## src/hw/rtl/tdf_pkg.sv

```systemverilog
// ----------------------------------------------------------------------------
// tdf_pkg
// Shared types and constants for the text display filter.
// ----------------------------------------------------------------------------
package tdf_pkg;

   // line number digits and derived widths
   localparam int NUMBER_DIGITS = 6;
   localparam int TAIL_MAX      = 4;
   localparam int SEQ_MAX       = NUMBER_DIGITS + 1 + TAIL_MAX;
   localparam int SEQ_W         = $clog2(SEQ_MAX);
   localparam int TAIL_W        = $clog2(TAIL_MAX);

   // request queue
   localparam int QUEUE_DEPTH = 4;
   localparam int QPTR_W      = $clog2(QUEUE_DEPTH);
   localparam int QCNT_W      = $clog2(QUEUE_DEPTH + 1);

   // configuration register indexes
   localparam int CSR_IDX_W  = 3;
   localparam int CSR_DATA_W = 1;
   localparam logic [CSR_IDX_W-1:0] CSR_NUMBER_NONBLANK  = 3'd0;
   localparam logic [CSR_IDX_W-1:0] CSR_NUMBER_ALL       = 3'd1;
   localparam logic [CSR_IDX_W-1:0] CSR_SQUEEZE_BLANK    = 3'd2;
   localparam logic [CSR_IDX_W-1:0] CSR_SHOW_NONPRINTING = 3'd3;
   localparam logic [CSR_IDX_W-1:0] CSR_SHOW_ENDS        = 3'd4;
   localparam logic [CSR_IDX_W-1:0] CSR_SHOW_TABS        = 3'd5;

   // character codes
   localparam logic [7:0] CH_TAB    = 8'h09;
   localparam logic [7:0] CH_NL     = 8'h0A;
   localparam logic [7:0] CH_SPACE  = 8'h20;
   localparam logic [7:0] CH_DOLLAR = 8'h24;
   localparam logic [7:0] CH_DASH   = 8'h2D;
   localparam logic [7:0] CH_ZERO   = 8'h30;
   localparam logic [7:0] CH_QMARK  = 8'h3F;
   localparam logic [7:0] CH_I      = 8'h49;
   localparam logic [7:0] CH_M      = 8'h4D;
   localparam logic [7:0] CH_CARET  = 8'h5E;
   localparam logic [7:0] CH_DEL    = 8'h7F;
   localparam logic [7:0] CH_CTRL_MAX = 8'h1F;
   localparam logic [7:0] CH_HIGH_MIN = 8'h80;
   localparam logic [7:0] CH_META_MAX = 8'h9F;
   localparam logic [7:0] CH_ALL_ONES = 8'hFF;
   localparam logic [7:0] CARET_OFFSET = 8'h40;
   localparam logic [7:0] META_OFFSET  = 8'h80;

   // option settings
   typedef struct packed {
      logic number_nonblank;
      logic number_all;
      logic squeeze_blank;
      logic show_nonprinting;
      logic show_ends;
      logic show_tabs;
   } tdf_cfg_type;

   // one queued request: optional number prefix plus up to four tail bytes
   typedef struct packed {
      logic                           num_en;
      logic [NUMBER_DIGITS-1:0][3:0]  bcd;
      logic [TAIL_MAX-1:0][7:0]       tail;
      logic [TAIL_W-1:0]              tail_last;
   } tdf_entry_type;

endpackage

```

## src/hw/rtl/tdf_front.sv

```systemverilog
// ----------------------------------------------------------------------------
// tdf_front
// Accepts requests, applies squeeze, keeps the line state and counter,
// and builds the byte plan for each request.
// ----------------------------------------------------------------------------
module tdf_front (
   input  logic                  clock,
   input  logic                  reset,
   input  tdf_pkg::tdf_cfg_type  cfg,
   input  logic                  req_valid,
   output logic                  req_stall,
   input  logic [7:0]            req_in_byte,
   input  logic                  q_full,
   output logic                  q_push,
   output tdf_pkg::tdf_entry_type q_entry
);
   import tdf_pkg::*;

   logic                          last_nl_ff, last_nl_in;
   logic                          blank_ff, blank_in;
   logic [NUMBER_DIGITS-1:0][3:0] line_ff, line_in;
   logic [NUMBER_DIGITS-1:0][3:0] line_inc;
   logic                          accept, nl, drop, do_num, record, carry, all_nine;
   logic [7:0]                    c;

   assign req_stall = q_full;
   assign accept    = req_valid && !q_full;
   assign c         = req_in_byte;
   assign nl        = (c == CH_NL);
   assign drop      = cfg.squeeze_blank && nl && last_nl_ff && blank_ff;
   assign do_num    = last_nl_ff &&
                      ((cfg.number_nonblank && !nl) ||
                       (!cfg.number_nonblank && cfg.number_all));
   assign record    = !(cfg.show_tabs && c == CH_TAB) &&
                      !(cfg.show_nonprinting && c == CH_ALL_ONES);

   // saturating decimal increment of the line counter
   always_comb begin
      carry    = 1'b1;
      all_nine = 1'b1;
      for (int i = 0; i < NUMBER_DIGITS; i++) begin
         if (line_ff[i] != 4'd9) all_nine = 1'b0;
         if (carry) begin
            if (line_ff[i] == 4'd9) begin
               line_inc[i] = 4'd0;
            end else begin
               line_inc[i] = line_ff[i] + 4'd1;
               carry       = 1'b0;
            end
         end else begin
            line_inc[i] = line_ff[i];
         end
      end
      if (all_nine) line_inc = line_ff;
   end

   // next state
   always_comb begin
      last_nl_in = last_nl_ff;
      blank_in   = blank_ff;
      line_in    = line_ff;
      if (accept && !drop) begin
         if (cfg.squeeze_blank) blank_in = nl && last_nl_ff;
         if (do_num) line_in = line_inc;
         if (record) last_nl_in = nl;
      end
   end

   always_ff @(posedge clock) begin
      if (reset) begin
         last_nl_ff <= 1'b1;
         blank_ff   <= 1'b0;
         line_ff    <= '0;
      end else begin
         last_nl_ff <= last_nl_in;
         blank_ff   <= blank_in;
         line_ff    <= line_in;
      end
   end

   // byte plan for the back end
   always_comb begin
      q_entry           = '0;
      q_entry.num_en    = do_num;
      q_entry.bcd       = line_inc;
      q_entry.tail[0]   = c;
      q_entry.tail_last = TAIL_W'(0);
      if (cfg.show_tabs && c == CH_TAB) begin
         q_entry.tail[0]   = CH_CARET;
         q_entry.tail[1]   = CH_I;
         q_entry.tail_last = TAIL_W'(1);
      end else if (cfg.show_nonprinting && c != CH_NL && c != CH_TAB) begin
         if (c <= CH_CTRL_MAX || c == CH_DEL) begin
            // control byte or delete: caret form
            q_entry.tail[0]   = CH_CARET;
            q_entry.tail[1]   = c ^ CARET_OFFSET;
            q_entry.tail_last = TAIL_W'(1);
         end else if (c >= CH_HIGH_MIN && c <= CH_META_MAX) begin
            q_entry.tail[0]   = CH_M;
            q_entry.tail[1]   = CH_DASH;
            q_entry.tail[2]   = CH_CARET;
            q_entry.tail[3]   = c - CARET_OFFSET;
            q_entry.tail_last = TAIL_W'(3);
         end else if (c == CH_ALL_ONES) begin
            q_entry.tail[0]   = CH_M;
            q_entry.tail[1]   = CH_DASH;
            q_entry.tail[2]   = CH_CARET;
            q_entry.tail[3]   = CH_QMARK;
            q_entry.tail_last = TAIL_W'(3);
         end else if (c >= CH_HIGH_MIN) begin
            q_entry.tail[0]   = CH_M;
            q_entry.tail[1]   = CH_DASH;
            q_entry.tail[2]   = c - META_OFFSET;
            q_entry.tail_last = TAIL_W'(2);
         end
      end else if (cfg.show_ends && nl) begin
         q_entry.tail[0]   = CH_DOLLAR;
         q_entry.tail[1]   = CH_NL;
         q_entry.tail_last = TAIL_W'(1);
      end
   end

   assign q_push = accept && !drop;

endmodule

```

## src/hw/rtl/tdf_queue.sv

```systemverilog
// ----------------------------------------------------------------------------
// tdf_queue
// Short first-in first-out queue of byte plans between front and back.
// ----------------------------------------------------------------------------
module tdf_queue (
   input  logic                   clock,
   input  logic                   reset,
   input  logic                   push,
   input  tdf_pkg::tdf_entry_type push_entry,
   output logic                   full,
   input  logic                   pop,
   output logic                   head_valid,
   output tdf_pkg::tdf_entry_type head_entry
);
   import tdf_pkg::*;

   tdf_entry_type       slot_ff [QUEUE_DEPTH];
   logic [QPTR_W-1:0]   wr_ptr_ff, wr_ptr_in;
   logic [QPTR_W-1:0]   rd_ptr_ff, rd_ptr_in;
   logic [QCNT_W-1:0]   count_ff, count_in;

   assign full       = (count_ff == QCNT_W'(QUEUE_DEPTH));
   assign head_valid = (count_ff != '0);
   assign head_entry = slot_ff[rd_ptr_ff];

   // pointer and count update
   always_comb begin
      wr_ptr_in = wr_ptr_ff;
      rd_ptr_in = rd_ptr_ff;
      count_in  = count_ff;
      if (push) wr_ptr_in = wr_ptr_ff + QPTR_W'(1);
      if (pop)  rd_ptr_in = rd_ptr_ff + QPTR_W'(1);
      if (push && !pop) count_in = count_ff + QCNT_W'(1);
      if (pop && !push) count_in = count_ff - QCNT_W'(1);
   end

   always_ff @(posedge clock) begin
      if (reset) begin
         wr_ptr_ff <= '0;
         rd_ptr_ff <= '0;
         count_ff  <= '0;
      end else begin
         wr_ptr_ff <= wr_ptr_in;
         rd_ptr_ff <= rd_ptr_in;
         count_ff  <= count_in;
      end
   end

   // storage
   always_ff @(posedge clock) begin
      if (push) slot_ff[wr_ptr_ff] <= push_entry;
   end

endmodule

```

## src/hw/rtl/tdf_back.sv

```systemverilog
// ----------------------------------------------------------------------------
// tdf_back
// Walks each byte plan into the response register, one byte per cycle unless stalled.
// ----------------------------------------------------------------------------
module tdf_back (
   input  logic                   clock,
   input  logic                   reset,
   input  logic                   head_valid,
   input  tdf_pkg::tdf_entry_type head_entry,
   output logic                   pop,
   output logic                   rsp_valid,
   input  logic                   rsp_stall,
   output logic [7:0]             rsp_out_byte,
   output logic                   rsp_last_of_run
);
   import tdf_pkg::*;

   logic [SEQ_W-1:0]         pos_ff, pos_in;
   logic                     rsp_valid_ff, rsp_valid_in;
   logic [7:0]               byte_ff, byte_in;
   logic                     last_ff, last_in;
   logic                     load, step, at_last;
   logic [SEQ_W-1:0]         last_pos, tail_pos;
   logic [TAIL_W-1:0]        tail_idx;
   logic [NUMBER_DIGITS-1:0] zero_above;
   logic [7:0]               cur_byte;

   assign load = !rsp_valid_ff || !rsp_stall;
   assign step = load && head_valid;

   // last position of this plan
   assign last_pos = head_entry.num_en ?
                     SEQ_W'(NUMBER_DIGITS + 1) + SEQ_W'(head_entry.tail_last) :
                     SEQ_W'(head_entry.tail_last);
   assign at_last  = (pos_ff == last_pos);
   assign pop      = step && at_last;

   assign tail_pos = head_entry.num_en ? pos_ff - SEQ_W'(NUMBER_DIGITS + 1) : pos_ff;
   assign tail_idx = tail_pos[TAIL_W-1:0];

   // leading zero digits print as spaces, the units digit always prints
   always_comb begin
      zero_above[NUMBER_DIGITS-1] = (head_entry.bcd[NUMBER_DIGITS-1] == 4'd0);
      for (int j = NUMBER_DIGITS - 2; j >= 0; j--) begin
         zero_above[j] = zero_above[j+1] && (head_entry.bcd[j] == 4'd0);
      end
   end

   // byte at the current position
   always_comb begin
      cur_byte = head_entry.tail[tail_idx];
      if (head_entry.num_en) begin
         if (pos_ff == SEQ_W'(NUMBER_DIGITS)) cur_byte = CH_TAB;
         for (int p = 0; p < NUMBER_DIGITS; p++) begin
            if (pos_ff == SEQ_W'(p)) begin
               if (zero_above[NUMBER_DIGITS-1-p] && p != NUMBER_DIGITS - 1) begin
                  cur_byte = CH_SPACE;
               end else begin
                  cur_byte = CH_ZERO | {4'd0, head_entry.bcd[NUMBER_DIGITS-1-p]};
               end
            end
         end
      end
   end

   // position counter and response register
   always_comb begin
      pos_in       = pos_ff;
      rsp_valid_in = rsp_valid_ff;
      byte_in      = byte_ff;
      last_in      = last_ff;
      if (load) begin
         rsp_valid_in = head_valid;
         byte_in      = cur_byte;
         last_in      = at_last;
      end
      if (step) pos_in = at_last ? '0 : pos_ff + SEQ_W'(1);
   end

   always_ff @(posedge clock) begin
      if (reset) begin
         pos_ff       <= '0;
         rsp_valid_ff <= 1'b0;
      end else begin
         pos_ff       <= pos_in;
         rsp_valid_ff <= rsp_valid_in;
      end
   end

   always_ff @(posedge clock) begin
      byte_ff <= byte_in;
      last_ff <= last_in;
   end

   assign rsp_valid       = rsp_valid_ff;
   assign rsp_out_byte    = byte_ff;
   assign rsp_last_of_run = last_ff;

endmodule

```

## src/hw/rtl/text_display_filter_unit.sv

```systemverilog
// ----------------------------------------------------------------------------
// text_display_filter_unit
// Byte stream display filter: squeeze, line numbering, tab, non-printing
// and end-of-line display, one output byte per cycle while not stalled.
//
//   channel   direction  handshake             payload
//   req       in         req_valid/req_stall   req_in_byte
//   rsp       out        rsp_valid/rsp_stall   rsp_out_byte, rsp_last_of_run
//   csr       in         csr_write_enable      csr_index, csr_write_data
//
// The back end emits one byte per cycle while rsp_stall is low; a request
// produces 1 to NUMBER_DIGITS + 5 (11) bytes, typically 1.
// The front end takes one request per cycle until the four-entry queue
// fills; a squeezed newline is accepted but produces nothing.
// Synchronous reset clears options, counter and queue, and sets the line state to start of line.
// rsp_stall holds the response register; the front keeps accepting until the queue fills.
// ----------------------------------------------------------------------------
module text_display_filter_unit (
   input  logic                              clock,
   input  logic                              reset,
   input  logic                              req_valid,
   output logic                              req_stall,
   input  logic [7:0]                        req_in_byte,
   output logic                              rsp_valid,
   input  logic                              rsp_stall,
   output logic [7:0]                        rsp_out_byte,
   output logic                              rsp_last_of_run,
   input  logic                              csr_write_enable,
   input  logic [tdf_pkg::CSR_IDX_W-1:0]     csr_index,
   input  logic [tdf_pkg::CSR_DATA_W-1:0]    csr_write_data
);
   import tdf_pkg::*;

   tdf_cfg_type   cfg_ff, cfg_in;
   tdf_entry_type push_entry, head_entry;
   logic          q_push, q_full, q_pop, head_valid;

   // option registers
   always_comb begin
      cfg_in = cfg_ff;
      if (csr_write_enable) begin
         case (csr_index)
            CSR_NUMBER_NONBLANK:  cfg_in.number_nonblank  = csr_write_data[0];
            CSR_NUMBER_ALL:       cfg_in.number_all       = csr_write_data[0];
            CSR_SQUEEZE_BLANK:    cfg_in.squeeze_blank    = csr_write_data[0];
            CSR_SHOW_NONPRINTING: cfg_in.show_nonprinting = csr_write_data[0];
            CSR_SHOW_ENDS:        cfg_in.show_ends        = csr_write_data[0];
            CSR_SHOW_TABS:        cfg_in.show_tabs        = csr_write_data[0];
            default:              cfg_in = cfg_ff;
         endcase
      end
   end

   always_ff @(posedge clock) begin
      if (reset) begin
         cfg_ff <= '0;
      end else begin
         cfg_ff <= cfg_in;
      end
   end

   // front end
   tdf_front u_front (
      .clock       (clock),
      .reset       (reset),
      .cfg         (cfg_ff),
      .req_valid   (req_valid),
      .req_stall   (req_stall),
      .req_in_byte (req_in_byte),
      .q_full      (q_full),
      .q_push      (q_push),
      .q_entry     (push_entry)
   );

   // request queue
   tdf_queue u_queue (
      .clock      (clock),
      .reset      (reset),
      .push       (q_push),
      .push_entry (push_entry),
      .full       (q_full),
      .pop        (q_pop),
      .head_valid (head_valid),
      .head_entry (head_entry)
   );

   // back end
   tdf_back u_back (
      .clock           (clock),
      .reset           (reset),
      .head_valid      (head_valid),
      .head_entry      (head_entry),
      .pop             (q_pop),
      .rsp_valid       (rsp_valid),
      .rsp_stall       (rsp_stall),
      .rsp_out_byte    (rsp_out_byte),
      .rsp_last_of_run (rsp_last_of_run)
   );

endmodule
```

## config.mk

```make
export PLATFORM = sky130hd
export DESIGN_NAME = text_display_filter_unit
export DESIGN_NICKNAME = d
export VERILOG_FILES = /design/src/hw/rtl/tdf_pkg.sv /design/src/hw/rtl/tdf_front.sv /design/src/hw/rtl/tdf_queue.sv /design/src/hw/rtl/tdf_back.sv /design/src/hw/rtl/text_display_filter_unit.sv
export SDC_FILE = /design/constraint.sdc
export NUM_CORES = 1
export LEC_CHECK = 0
export BUFFER_PORTS_ARGS = -buffer_cell sky130_fd_sc_hd__buf_2
export CAP_MARGIN = 20
export CORE_AREA = 8 8 192 194
export CTS_BUF_LIST = sky130_fd_sc_hd__clkbuf_8
export DETAILED_ROUTE_END_ITERATION = 16
export DIE_AREA = 0 0 200 202
export HOLD_SLACK_MARGIN = 0.12
export SKIP_LAST_GASP = 1
export SYNTH_ARGS = -nofsm -noshare
export SYNTH_HDL_FRONTEND = slang
export SYNTH_SLANG_ARGS = --single-unit
```

## constraint.sdc

```tcl
create_clock -name clock -period 9.5 [get_ports clock]
set_input_delay 2.85 -clock clock [delete_from_list [all_inputs] [get_ports clock]]
set_output_delay 2.85 -clock clock [all_outputs]
set_load 0.01 [all_outputs]
```

==> results.cfg, run 1 <==
[outcome]
outcome = finished, final reports clean

[global_routing]
antenna_found_initial = 0
global_route.overflow_total = 0
first_global_vias = 8094
grt_use_total = 0.1453
grt_pass1_wl_um = 45860
grt_max_degree = 46

[yosys]
ys_seq_area_frac = 0.6208
synth_edf_count = 245
synthTopCellsByArea = edfxtp_1, mux4_2, dfxtp_1
ys_async_sr_fraction = 0
yosysWarningCount = 0
synth_area_per_cell_um2 = 13.89
syn_inst = 960
synth_cell_types = 73
yosysTopAreaCell = edfxtp_1
ys.flop_type = edfxtp_1
synth_top_area_frac = 0.5518
ys_ff_latch = 291
syn_nets = 994
syn-cell-area_um2 = 13330

[final_layout]
area_growth_pct = 11.77
nets = 1031
drive_above_1_share = 0.1728
stdcell_area_um2 = 14900
layout_commonest_cell = edfxtp_1
layout_common_cells = edfxtp_1, nor2_1, nand2_1
antennaDiodeCount = 0

[floorplan]
die_y_um = 202
dieArea_um2 = 40400
start_util = 0.3928
design.core.area_um2 = 33950
std_cell_rows = 68
ioPinCount = 28
die_w_um = 200

[sta]
min_period_over_period = 0.5504
finalHoldViolCount = 0
setup_viol = 0
worstMarginPinSlew_ns = 1.112
whs_ns = 0.4526
clock_skew_ns = 0.01888
timing.slew.headroom = 0.2517
max_freq_mhz = 191.3
rsz0062_at_grt = no
post-route-min-period_ns = 5.229
slew_viol_final = 0
tns_ns = 0

[drt]
route.met2.wl_um = 13850
drc = 0
wl_met3_um = 1244
avgRoutedWirePerCell_um = 19.80
firstDrtPassIters = 5
wl_met1_um = 13740
ant_nets = 0
wl_um = 29520
drt-initial-drc-count = 698
via_count = 8140
viasPerCell = 5.459
top_layer_used = met4

[clock_tree]
cts_tree = built
cts_hold_buf = 0
cts.reportedPaths.clkPinSlew_ns = 0.06
cts_setup_buffers = 0
cts_sinks = 291
cts_root_buffer = clkbuf_8
cts_buffers = 47
clockBufferDepth = 3
htreeDepth = 2
ctsResizeCount = 0
clk_latency_ns = 0.55

[pwr]
p_comb_frac = 0.263
leakage_nw = 5.003
p_switching_mw = 1.121
clkPwrFrac = 0.307
power_mw = 3.732
p_per_area_nw_per_um2 = 250.4
ir_drop_mv = 0.1104
power_frac_seq = 0.431
internal-power_mw = 2.611
swShare = 0.3003

[place]
placed_area_um2 = 13890
dpl.hpwl_um = 19570
gp_congestion = 0.8656
io_buffers = 27

[job]
max_cap_violations = 0

[hold_path]
hp-class = flop to flop

[worst_setup_path]
required_ns = 9.97
start_kind = input port
cp-end-kind = flop
cp_max_fo = 19
path_class = input port to flop
arrival_ns = 5.70
critical path, stage by stage:
cell     delay, ns
buf_2         0.17
inv_1         0.17
ha_1          0.29
and2_1        0.21
a41oi_1       0.57
nand3_1       0.69
or3_1         0.55
a31oi_1       0.17
power by group through the flow:
| stage | Clock (mW) | Sequential (mW) | Combinational [mW] |
|---|---|---|---|
| 2_1_floorplan | 0 | 1.60 | 0.749 |
| 3_3_place_gp | 0 | 1.64 | 0.989 |
| 3_5_place_dp | 0 | 1.64 | 0.989 |
| 4_1_cts | 1.17 | 1.61 | 0.993 |
| 5_1_grt | 1.23 | 1.63 | 1.07 |
| 6_report | 1.14 | 1.61 | 0.980 |
layout make-up:
class | count | area, µm²
Timing Repair Buffer | 36 | 202.7
Clock buffer | 50 | 688.2
Multi-Input combinational cell | 590 | 4723
Tap cell | 455 | 569.3
Fill cell | 3081 | 19040
Sequential cell | 291 | 8283
Inverter | 31 | 116.4
Clock inverter | 38 | 320.3
layer usage:
| metal | vias up | GRT usage |
|---|---|---|
| li1 | 3793 | - |
| met1 | 4091 | 0.2028 |
| met2 | 209 | 0.2293 |
| met3 | 47 | 0.02129 |
| met4 | 0 | 0.04783 |
| met5 | - | 0 |
path summary, 6_finish.rpt:
kind                                  startpoint  cells after the start                   to  slack (ns)
worst max register to register              flop                     14  u_queue.count_ff[2]        4.96
worst min-delay path            u_front.blank_ff                      2     u_front.blank_ff        0.45
worst min register to register  u_front.blank_ff                      2     u_front.blank_ff        0.45
worst max-delay path              req_in_byte[7]                      8  u_front.line_ff[19]        4.27
kinds of logic after synthesis:
kind of cell	synth area share
AO/OA/AOI/OAI	0.07103
XOR/XNOR	0.02440
adder cells (fa/ha/maj)	0.01651
buffers and inverters	0.02533
flip-flops	0.6208
multiplexers	0.1314
AND/OR/NAND/NOR	0.1105
synthesized netlist by cell type, drive strengths merged, types with 3 or more instances:
cell type,number
nand3,21
o311a,3
a221oi,4
nand3b,4
nor3,26
mux4,50
nor2,67
xor2,12
nor2b,12
xnor2,23
a2111oi,4
nor3b,4
clkbuf,29
or3,12
o21ai,36
nor4bb,4
nand2,64
nand2b,7
mux2i,49
nand4,14
o22ai,5
a21oi,36
mux2,12
o21a,8
edfxtp,245
nor4b,4
inv,30
nor4,9
ha,16
buf,19
o31ai,3
a21boi,3
o211ai,6
a311oi,3
and2,9
or2,3
a31oi,8
dfxtp,46
and3,14
flip-flops by register name, indices dropped and copies added (netlist names), named ones only:
register and count:
u_back.rsp_valid 1, u_back.rsp_last_of_run 1, u_front.blank_ff 1, u_queue.count_ff 3, u_front.line_ff 24, cfg_ff 6, u_back.pos_ff 4, u_queue.slot_ff 236
u_queue.wr_ptr_ff 2, u_back.rsp_out_byte 8, u_front.last_nl_ff 1, u_queue.rd_ptr_ff 2
stage by stage:
stage          worst slack [ns]    util  instances
2_1_floorplan             4.071       -        960
3_3_place_gp              3.800  0.4093       1403
3_5_place_dp              3.640  0.4093       1403
4_1_cts                   4.234  0.4390       1491
5_1_grt                   4.030  0.4390       1491
6_report                  4.271  0.4390       1491
Power figures use the tool's default switching activity.
==> run 2: changes to the inputs <==
==> constraint.sdc (replaced) <==
create_clock -name clock -period 4.4 [get_ports clock]
set_input_delay 1.32 -clock clock [delete_from_list [all_inputs] [get_ports clock]]
set_output_delay 1.32 -clock clock [all_outputs]
set_load 0.01 [all_outputs]
==> run 2 against run 1 <==
Routed wire length rose by 2.4%. Utilization increased by 0.44 points. Sequential share of layout area is 0.55 points lower. Die area unchanged. Worst hold slack improved by 0.0018 ns. Cell count is 1.3% higher. Clock skew rose by 0.0052 ns. Global-route usage rose by 0.43 points. Non-clock buffer count grew 20. Critical path depth grew 5. Combinational power is 130% higher. Sequential power up 110%. Highest routed layer unchanged.
==> results.cfg, run 2 (synthesis gave the netlist of run 1 again) <==
[clock_tree]
clk_latency_ns = 0.58
cts_root_buffer = clkbuf_8
ctsResizeCount = 0
cts_buffers = 47
htreeDepth = 2
cts_sinks = 291
cts_hold_buf = 0
cts_setup_buffers = 0
clockBufferDepth = 3
cts.reportedPaths.clkPinSlew_ns = 0.06
cts_tree = built

[worst_setup_path]
path_class = input port to flop
cp_slowest_cell = fa_1
cp-end-kind = flop
critPathMaxStageDelay_ns = 0.37
crit_path_frequent_cell = inv_1
cp_top_family = simple AND/OR/NAND/NOR gates
start_kind = input port
crit_chain = buf_2 > inv_1 > ha_1 > and2_1 > nand4_1 > and2_1 > inv_1 > ha_1 > inv_1 > fa_1 > xor2_1 > or3_1 > a21oi_1
required_ns = 4.89
cp_num_buf_inv = 4
arrival_ns = 4.09
cp_max_fo = 9

[drt]
wl_um = 30220
drt-initial-drc-count = 596
via_count = 8236
viasPerCell = 5.454
ant_nets = 0
drc = 0
avgRoutedWirePerCell_um = 20.02
firstDrtPassIters = 5

[floorplan]
dieArea_um2 = 40400
design.core.area_um2 = 33950
start_util = 0.3928
die_y_um = 202
ioPinCount = 28
std_cell_rows = 68
die_w_um = 200

[global_routing]
grt_max_degree = 60
antenna_found_initial = 0
first_global_vias = 8271
grt_use_total = 0.1496
grt_pass1_wl_um = 47180
global_route.overflow_total = 0

[sta]
timing.slew.headroom = 0.3764
finalHoldViolCount = 0
slew_viol_final = 0
min_period_over_period = 0.8190
rsz0062_at_grt = no
setup_viol = 0
clock_skew_ns = 0.02408
post-route-min-period_ns = 3.603
worstMarginPinSlew_ns = 0.9355
max_freq_mhz = 277.5
tns_ns = 0

[final_layout]
layout_commonest_cell = edfxtp_1
drive_above_1_share = 0.1867
nets = 1051
area_growth_pct = 12.88
antennaDiodeCount = 0
largest_reg_flops = 236
layout_common_cells = edfxtp_1, nor2_1, nand2_1
largest_register = u_queue.slot_ff

[pwr]
power_mw = 8.018
p_per_area_nw_per_um2 = 532.7
leakage_nw = 5.107
ir_drop_mv = 0.2332

[place]
io_buffers = 27
gp_congestion = 0.8808
dpl.hpwl_um = 19900

[job]
max_cap_violations = 0

[hold_path]
hp-class = flop to flop

[outcome]
outcome = finished, final reports clean
==> run 2: layer usage <==
| layer | vias up | wire length, µm | global-route usage |
|---|---|---|---|
| li1 | 3833 | - | - |
| met1 | 4144 | 13790 | 0.2001 |
| met2 | 208 | 14220 | 0.2408 |
| met3 | 51 | 1392 | 0.02562 |
| met4 | 0 | 819 | 0.05493 |
| met5 | - | 0 | 0 |
==> run 2: tightest hold or removal path: stages, from the launching register on <==
cell	delay [ns]
dfxtp_1	0.30
nand2_1	0.05
a21oi_1	0.05
==> run 2: worst paths after layout <==
kind	startpoint	slack (ns)	end	cells after the start
setup / recovery	req_in_byte[7]	0.80	u_queue.count_ff[2]	13
hold / removal	u_front.blank_ff	0.45	u_front.blank_ff	2
setup reg to reg	flop	0.97	u_queue.count_ff[2]	13
hold reg to reg	u_front.blank_ff	0.45	u_front.blank_ff	2
==> run 2: layout make-up <==
| class | count | area, µm² |
|---|---|---|
| Timing Repair Buffer | 56 | 415.4 |
| Multi-Input combinational cell | 590 | 4723 |
| Clock buffer | 49 | 674.4 |
| Fill cell | 3081 | 18900 |
| Inverter | 31 | 116.4 |
| Tap cell | 455 | 569.3 |
| Clock inverter | 38 | 270.3 |
| Sequential cell | 291 | 8283 |
==> run 2: metrics by stage <==
stage | setup slack [ns] | area, µm² | instances | util | hold WS (ns)
6_report | 0.7965 | 15050 | 1510 | 0.4434 | 0.4544
5_1_grt | 0.5764 | 15050 | 1510 | 0.4434 | 0.4854
4_1_cts | 0.8538 | 15050 | 1510 | 0.4434 | 0.4563
3_5_place_dp | 0.2520 | 14110 | 1423 | 0.4156 | 0.4483
3_3_place_gp | 0.3167 | 14110 | 1423 | 0.4156 | 0.4376
2_1_floorplan | 0.5014 | 13330 | 960 | - | 0.4276
==> run 2: where the power goes <==
group	switching [mW]	internal [mW]
Clock	1.06	1.27
Combinational	1.27	0.982
Sequential	0.134	3.30
Total	2.46	5.56
==> run 3: changes to the inputs <==
--- a/config.mk
+++ b/config.mk
@@ -5,6 +5,7 @@
 export SDC_FILE = /design/constraint.sdc
 export NUM_CORES = 1
 export LEC_CHECK = 0
+export ABC_AREA = 1
 export BUFFER_PORTS_ARGS = -buffer_cell sky130_fd_sc_hd__buf_2
 export CAP_MARGIN = 20
 export CORE_AREA = 8 8 192 194
==> constraint.sdc (replaced) <==
create_clock -name clock -period 2.95 [get_ports clock]
set_input_delay 0.885 -clock clock [delete_from_list [all_inputs] [get_ports clock]]
set_output_delay 0.885 -clock clock [all_outputs]
set_load 0.01 [all_outputs]
==> run 3 against run 2 <==
Final area rose by 3.6%. Routed wire length rose by 8.2%. Clock skew fell by 0.0066 ns. Clock power rose by 47%. Sequential share of layout area fell by 1.9 points. Critical endpoint unchanged. Worst hold slack improved by 0.014 ns. Die area did not move.
==> results.cfg, run 3 <==
[final_layout]
layout_commonest_cell = nand2_1
layout_common_cells = nand2_1, edfxtp_1, nor2_1
nFillCells = 3151
largest_reg_flops = 236
fin_util = 0.4592
drive_above_1_share = 0.1691
largest_register = u_queue.slot_ff
area_growth_pct = 16.46
nets = 1459
antennaDiodeCount = 0

[yosys]
ys_async_sr_fraction = 0
yosysWarningCount = 0
synth_area_per_cell_um2 = 10.16
synth_top_area_frac = 0.5496
syn_nets = 1352
ys_ff_latch = 291
ys_seq_area_frac = 0.6184
synth_edf_count = 245
syn_inst = 1318
synth.most_common_cell = nand2_1
yosysTopAreaCell = edfxtp_1
syn-cell-area_um2 = 13390
ys.flop_type = edfxtp_1
synth_cell_types = 54
synthTopCellsByArea = edfxtp_1, nand2_1, dfxtp_1
synthTopCellsByCount = nand2_1, edfxtp_1, nor2_1

[pwr]
p_comb_frac = 0.275
clkPwrFrac = 0.296
p_per_area_nw_per_um2 = 740.1
power_frac_seq = 0.429
p_switching_mw = 3.852
internal-power_mw = 7.686
leakage_nw = 6.227
swShare = 0.3339
ir_drop_mv = 0.3481

[hold_path]
hp-class = flop to flop
worstHoldPathCells = 2

[clock_tree]
clockBufferDepth = 3
cts_root_buffer = clkbuf_8
clk_latency_ns = 0.56
cts_buffers = 47
cts_sinks = 291
cts.reportedPaths.clkPinSlew_ns = 0.07
htreeDepth = 2
cts_tree = built

[sta]
setup_viol = 0
fin_ws_ns = 0.1153
slew_viol_final = 0
timing.slew.headroom = 0.5292
finalHoldViolCount = 0
post-route-min-period_ns = 2.835
max_freq_mhz = 352.8
rsz0062_at_grt = yes
whs_ns = 0.4684
clock_skew_ns = 0.01749
worstMarginPinSlew_ns = 0.6987
min_period_over_period = 0.9609

[worst_setup_path]
arrival_ns = 3.27
cp_max_fo = 11
start_kind = flop
required_ns = 3.39
path_class = flop to flop
cp-end-kind = flop
worst-r2r-setup-slack_ns = 0.12
worstRegToRegCells = 17

[job]
max_cap_violations = 0

[place]
gp_congestion = 0.9096
io_buffers = 27
dp_slack_ns = -0.1482
dpl.hpwl_um = 21720

[drt]
via_count = 9708
viasPerCell = 5.067
firstDrtPassIters = 5
wl_um = 32710
drc = 0
drt-initial-drc-count = 646
ant_nets = 0
avgRoutedWirePerCell_um = 17.07

[floorplan]
die_w_um = 200
design.core.area_um2 = 33950
ioPinCount = 28
start_util = 0.3943
die_y_um = 202
std_cell_rows = 68
dieArea_um2 = 40400

[global_routing]
antenna_found_initial = 0
grt_pass1_wl_um = 51210
grt_use_total = 0.1603
grt_max_degree = 55
global_route.overflow_total = 0
first_global_vias = 9534

[outcome]
outcome = finished, final reports clean
[run 3: layout make-up]
type	count	area [µm²]	share of cell area
Clock buffer	53	729.5	0.04679
Clock inverter	32	200.2	0.01284
Inverter	126	486.7	0.03122
Multi-Input combinational cell	850	4394	0.2819
Sequential cell	291	8283	0.5313
Tap cell	455	569.3	0.03652
Timing Repair Buffer	109	927.1	0.05947
[run 3: path summary, 6_finish.rpt]
path	startpoint	to
setup / recovery	flop	u_queue.count_ff[2]
hold reg to reg	u_queue.rd_ptr_ff[1]	flop
setup reg to reg	flop	u_queue.count_ff[2]
hold / removal	u_queue.rd_ptr_ff[1]	flop
[run 3: cell families after synthesis]
group	after synthesis	share of synthesized area
fa+ha+maj	17	0.01645
compound gates	243	0.1067
xor+xnor	10	0.008225
simple gates	580	0.1934
buf+inv	177	0.05683
flops	291	0.6184
[run 3: critical path, cell delays in order, from the launching register on]
cell	delay, ns
dfxtp_4	0.39
inv_8	0.09
nand2_1	0.06
a32o_1	0.24
ha_1	0.28
inv_1	0.04
o21ai_2	0.14
nor2_1	0.06
inv_2	0.07
nand3b_4	0.09
nor3_4	0.23
ha_1	0.17
inv_1	0.06
fa_2	0.35
a21oi_1	0.15
o21ai_1	0.10
o21ai_1	0.13
a21oi_1	0.05
[run 3: per-layer routing]
metal	global-route usage	vias up	wire, µm
li1	-	4780	-
met1	0.2116	4643	14730
met2	0.2651	221	15570
met3	0.02562	64	1560
met4	0.05151	0	858
met5	0	-	0
[run 3: power groups by stage]
stage	logic, mW	registers, mW	clock network [mW]
after floorplan	2.07	5.03	0
final	3.17	4.95	3.42
after global routing	3.50	4.98	3.66
after detailed placement	3.15	5.03	0
after global placement	3.10	5.03	0
after CTS	3.16	4.95	3.50
[run 3: repair_timing]
item | in CTS | in global routing
buffers inserted | 0 | 2
endpoints found under the setup margin | 0 | 2
gates resized for setup | 0 | 7
hold endpoints to repair | 0 | 0
hold buffers | 0 | 0
[run 3: through the flow]
step                      instances  cell area [µm²]  power, mW  TNS [ns]
after floorplan                1318            13440      7.092         0
after global placement         1828            14630      8.133   -0.3174
after detailed placement       1828            14630      8.177    -1.877
after CTS                      1913            15560      11.60         0
after global routing           1916            15590      12.14  -0.02332
final                          1916            15590      11.54         0
